File: config.mk
export PLATFORM = sky130hd
export DESIGN_NAME = tgi_div
export DESIGN_NICKNAME = d
export VERILOG_FILES = /design/src/sv/tgi_pkg.sv /design/src/sv/tgi_div.sv
export SDC_FILE = /design/constraint.sdc
export NUM_CORES = 2
export LEC_CHECK = 0
export BUFFER_PORTS_ARGS = -buffer_cell sky130_fd_sc_hd__buf_4
export CORE_MARGIN = 5
export CORE_UTILIZATION = 48
export CTS_CLUSTER_SIZE = 25
export DETAILED_ROUTE_END_ITERATION = 12
export PLACE_DENSITY = 0.66
export SKIP_LAST_GASP = 1
export SLEW_MARGIN = 20
export SYNTH_ARGS = -nofsm -noshare
export SYNTH_HDL_FRONTEND = slang
export SYNTH_SLANG_ARGS = --single-unit
File: constraint.sdc
create_clock -name clk -period 3.3 [get_ports clk]
set_input_delay 0 -clock clk [delete_from_list [all_inputs] [get_ports clk]]
set_output_delay 0 -clock clk [all_outputs]
set_load 0.02 [all_outputs]
File: src/sv/tgi_pkg.sv
package tgi_pkg;

	localparam int AXIS_POINTS = 16;
	localparam int NUM_AXES = 3;
	localparam int IDX_W = 4;
	localparam int HALF_W = IDX_W - 1;
	localparam int BANK_DEPTH = AXIS_POINTS / 2;
	localparam int GRID_AW = NUM_AXES * HALF_W;
	localparam int GRID_BANK_DEPTH = BANK_DEPTH * BANK_DEPTH * BANK_DEPTH;
	localparam int NUM_BANKS = 8;

	localparam int VALUE_BITS = 32;
	localparam int SAT_BITS = (VALUE_BITS < 32) ? VALUE_BITS : 32;
	localparam int DATA_W = 32;
	localparam int FRAC_BITS = 16;
	localparam int FRAC_W = FRAC_BITS + 1;
	localparam int DIV_STAGES = FRAC_W;
	localparam int PROD_W = DATA_W + 1 + FRAC_W + 1;

	localparam logic [FRAC_W-1:0] Q_ONE = FRAC_W'(1) << FRAC_BITS;

	localparam logic [1:0] FUNC_WR_AXIS = 2'd0;
	localparam logic [1:0] FUNC_WR_GRID = 2'd1;
	localparam logic [1:0] FUNC_QUERY = 2'd2;

	localparam logic [1:0] ST_OK = 2'd0;
	localparam logic [1:0] ST_CLAMP = 2'd1;
	localparam logic [1:0] ST_BAD_IDX = 2'd2;
	localparam logic [1:0] ST_ZERO_W = 2'd3;

	typedef logic signed [DATA_W-1:0] word_t;
	typedef word_t [NUM_BANKS-1:0] crn_t;

	typedef struct packed {
		logic [1:0] st;
		logic live;
	} ctl_t;

	typedef struct packed {
		ctl_t ctl;
		logic [NUM_AXES-1:0] neg;
		logic [NUM_AXES-1:0] over;
		crn_t crn;
	} div_pl_t;

endpackage

File: src/sv/tgi_div.sv
module tgi_div (
	input logic clk,
	input logic en,
	input logic [tgi_pkg::DATA_W-1:0] num,
	input logic [tgi_pkg::DATA_W-1:0] den,
	output logic [tgi_pkg::FRAC_W-1:0] quo
);
	localparam int N = tgi_pkg::DIV_STAGES;
	localparam int DW = tgi_pkg::DATA_W;
	localparam int RW = DW + 1;

	logic [RW-1:0] rem_sd [N];
	logic [DW-1:0] den_sd [N];
	logic [N-1:0] quo_sd [N];

	// first stage gives the integer bit, one fraction bit per later stage
	logic first_ge;
	assign first_ge = {1'b0, num} >= {1'b0, den};

	always_ff @(posedge clk) begin
		if (en) begin
			rem_sd[0] <= first_ge ? ({1'b0, num} - {1'b0, den}) : {1'b0, num};
			den_sd[0] <= den;
			quo_sd[0] <= {first_ge, (N-1)'(0)};
		end
	end

	genvar n;
	generate
		for (n = 1; n < N; n++) begin : g_step
			logic [RW:0] sh;
			logic ge;
			assign sh = {rem_sd[n-1], 1'b0};
			assign ge = sh >= {2'b00, den_sd[n-1]};
			always_ff @(posedge clk) begin
				if (en) begin
					rem_sd[n] <= ge ? RW'(sh - {2'b00, den_sd[n-1]}) : RW'(sh);
					den_sd[n] <= den_sd[n-1];
					quo_sd[n] <= quo_sd[n-1] | (N'(ge) << (N-1-n));
				end
			end
		end
	endgenerate

	assign quo = quo_sd[N-1];
endmodule

==> flow_metrics.env <==
export IMPL_synth_nets=7339
export IMPL_fillers=12025
export IMPL_grt_max_degree=99
export IMPL_async_flop_share_pct=0
export IMPL_fin_worst_skew_ns=0.0447
export IMPL_required_ns=3.85
export IMPL_status="complete, but fails checks"
export IMPL_drtPass1Iterations=5
export IMPL_hpwlAfterDp_um=143000
export IMPL_tns_ns=-1.85
export IMPL_r2r_slack_ns=-0.21
export IMPL_globalplace_congestion=0.944
export IMPL_synth_area_leaders="edfxtp_1 50%, ha_1 9.6%, a21oi_1 4.1%, inv_1 3.7%, o21ai_0 3.3%"
export IMPL_slew_viol_final=0
export IMPL_vdd_ir_drop_max_uv=553
export IMPL_dieArea_mm2=0.156
export IMPL_maxCapViolations=0
export IMPL_max_freq_mhz=285
export IMPL_vias=54312
export IMPL_route_detailed_drc=0
export IMPL_grt_overflow_total=0
export IMPL_antenna_cells=0
export IMPL_hold_slack_ns=0.0936
export IMPL_crit_path_end_kind="register"
export IMPL_finalInstanceArea_mm2=0.0883
export IMPL_final_common_cell="edfxtp_1"
export IMPL_path_max_fanout=3
export IMPL_core_area_mm2=0.147
export IMPL_hold_viol_final=0
export IMPL_cts_sinks=1193
export IMPL_wl_per_cell_um=20.0
export IMPL_viasPerCell=5.60
export IMPL_ys_ff_latch=1193
export IMPL_start_util_pct=48.2
export IMPL_die_x_um=395
export IMPL_synth_edf_count=1193
export IMPL_final_net_count=8290
export IMPL_slew_headroom_pct=53.2
export IMPL_cp_data_arrival_time_ns=4.06
export IMPL_routed_wl_um=194000
export IMPL_placed_area_mm2=0.0791
export IMPL_crit_type="reg -> reg"
export IMPL_period_share_pct=106
export IMPL_drive_gt1_share_pct=21.0
export IMPL_syn_area_per_cell_um2=10.6
export IMPL_tightest_slew_ns=0.702
export IMPL_synth_area_mm2=0.0711
export IMPL_htree_levels=4
export IMPL_io_buffers=82
export IMPL_grt_pass1_vias=52024
export IMPL_cts_buffers=135
export IMPL_area_delta_synth_final_pct=24.2
export IMPL_synthCells=6714
export IMPL_clockBufferDepth=3
export IMPL_ys_warn_count=0
export IMPL_p_leak_nw=37.4
export IMPL_p_total_mw=87.2
export IMPL_cts_root_buf="clkbuf_16"
export IMPL_path_clk_slew_ns=0.06
export IMPL_violations="negative setup slack"
export IMPL_setup_viol=26
export IMPL_rows=141
export IMPL_finalWorstSetupSlack_ns=-0.210
export IMPL_power_density_mw_per_mm2=987
export IMPL_grt_first_pass_wirelength_um=291000
export IMPL_drtIter0Drc=4523
export IMPL_fp_dieH_um=395
export IMPL_yosysSeqAreaShare_pct=50.4
export IMPL_grt_usage_pct=23.5
export IMPL_hold_path_class="in -> reg"
export IMPL_ys_types=99
export IMPL_fin_crit_ns=3.51
export IMPL_ant_nets=0
export IMPL_insertion_delay_ns=0.80
export IMPL_synthFlopType="edfxtp_1"
export IMPL_rsz0062_at_grt="yes"
export IMPL_synth_top_area_share_pct=50.4
export IMPL_layout_common_cells="1193 x edfxtp_1, 809 x buf_4, 686 x inv_1, 533 x a21oi_1, 510 x ha_1"
export IMPL_cts_tree="built"
export IMPL_synth_largest_area_cell="edfxtp_1"
export IMPL_worst_setup_path_start_kind="register"
export IMPL_ios=83
export IMPL_antenna_found_initial=0
-- synthesized netlist by cell type, types with 13 or more instances --
cell,instances
mux2i_1,15
ha_1,543
fa_1,16
o21ai_0,472
inv_1,695
a211oi_1,32
nor2b_1,95
a221oi_1,18
o2111ai_1,13
a21o_1,295
nand4_1,94
o211ai_1,22
a31oi_1,72
buf_2,22
o21bai_1,65
a21oi_1,589
nor4_1,25
and4_1,15
nand3_1,114
and2_1,24
and3_1,49
or3_1,16
nand2_1,522
o21a_1,63
xor2_1,190
edfxtp_1,1193
nor2_1,438
nor3_1,77
buf_4,25
a21boi_0,22
xnor2_1,249
or2_2,15
mux2_2,128
o31ai_1,44
nand2b_1,74
clkbuf_1,147
-- where the power goes --
group / internal (mW) / switching, mW / total [mW]
clock: 8.55 / 6.47 / 15.0
sequential: 23.0 / 3.27 / 26.3
combinational: 21.8 / 24.1 / 45.9
total: 53.3 / 33.8 / 87.2
-- worst max-delay path: stages (launching register included) --
cell and delay [ns]:
edfxtp_1 0.39, inv_2 0.09, ha_4 0.20, nor2b_4 0.13
o31a_1 0.28, o2111a_1 0.28, or3b_4 0.41, a211o_4 0.38
a221o_2 0.38, a221oi_4 0.29, buf_6 0.15, o21bai_1 0.08
xnor2_1 0.15, o21ai_1 0.07
-- area by class of cell --
cell class | count | area (um^2) | share of cell area, %
clock buffers | 159 | 3470 | 3.93
clock inverters | 78 | 993 | 1.12
inverters | 695 | 2610 | 2.96
multi-input cells | 4627 | 34100 | 38.6
flip-flops and latches | 1193 | 35800 | 40.6
well taps | 1930 | 2410 | 2.73
repair buffers | 1013 | 8940 | 10.1
-- per-stage QoR --
stage,util [%],setup WS (ns),instances
floorplan,-,0.0226,6714
global placement,53.6,-0.343,9228
detailed placement,53.6,-0.358,9228
CTS,58.0,-0.220,9605
global route,59.9,-0.334,9695
finish,59.9,-0.210,9695
-- worst paths after layout --
kind	startpoint	end	cells past startpoint
worst max register to register	den_sd[0][65]	rem_sd[0][126]	13
worst min-delay path	num[17]	rem_sd[0][17]	3
worst max-delay path	den_sd[0][65]	rem_sd[0][126]	13
worst min register to register	quo_sd[0][215]	quo_sd[0][232]	0
-- registers in the layout, indices dropped and copies added (netlist names) --
signal  flops
quo_sd    153
rem_sd    528
den_sd    512
-- cell families (layout without fill, tap and decap cells) --
logic type / Yosys count / after routing / share of synthesized area, %
mux: 143 / 143 / 2.24
flops: 1193 / 1193 / 50.4
xor+xnor: 439 / 439 / 5.41
compound gates: 1873 / 1876 / 16.4
simple gates: 1608 / 1610 / 10.6
buf+inv: 899 / 1945 / 4.95
fa+ha+maj: 559 / 559 / 10.0
-- per-layer routing --
layer	global-route usage (%)	up-vias	wire (um)
li1	-	26335	-
met4	8.27	0	7120
met3	2.95	355	10200
met2	39.7	1506	93000
met5	0	-	0
met1	31.5	26116	83400
-- timing repair --
action                                 4_1_cts  5_1_grt
endpoints found under the hold margin      257        0
hold buffers                                98        0
setup buffers                               33       79
resized for setup                          142      479
setup endpoints to repair                  362      457
pin swaps                                   63      150
gates cloned                                 9       26
Power figures use the tool's default switching activity.
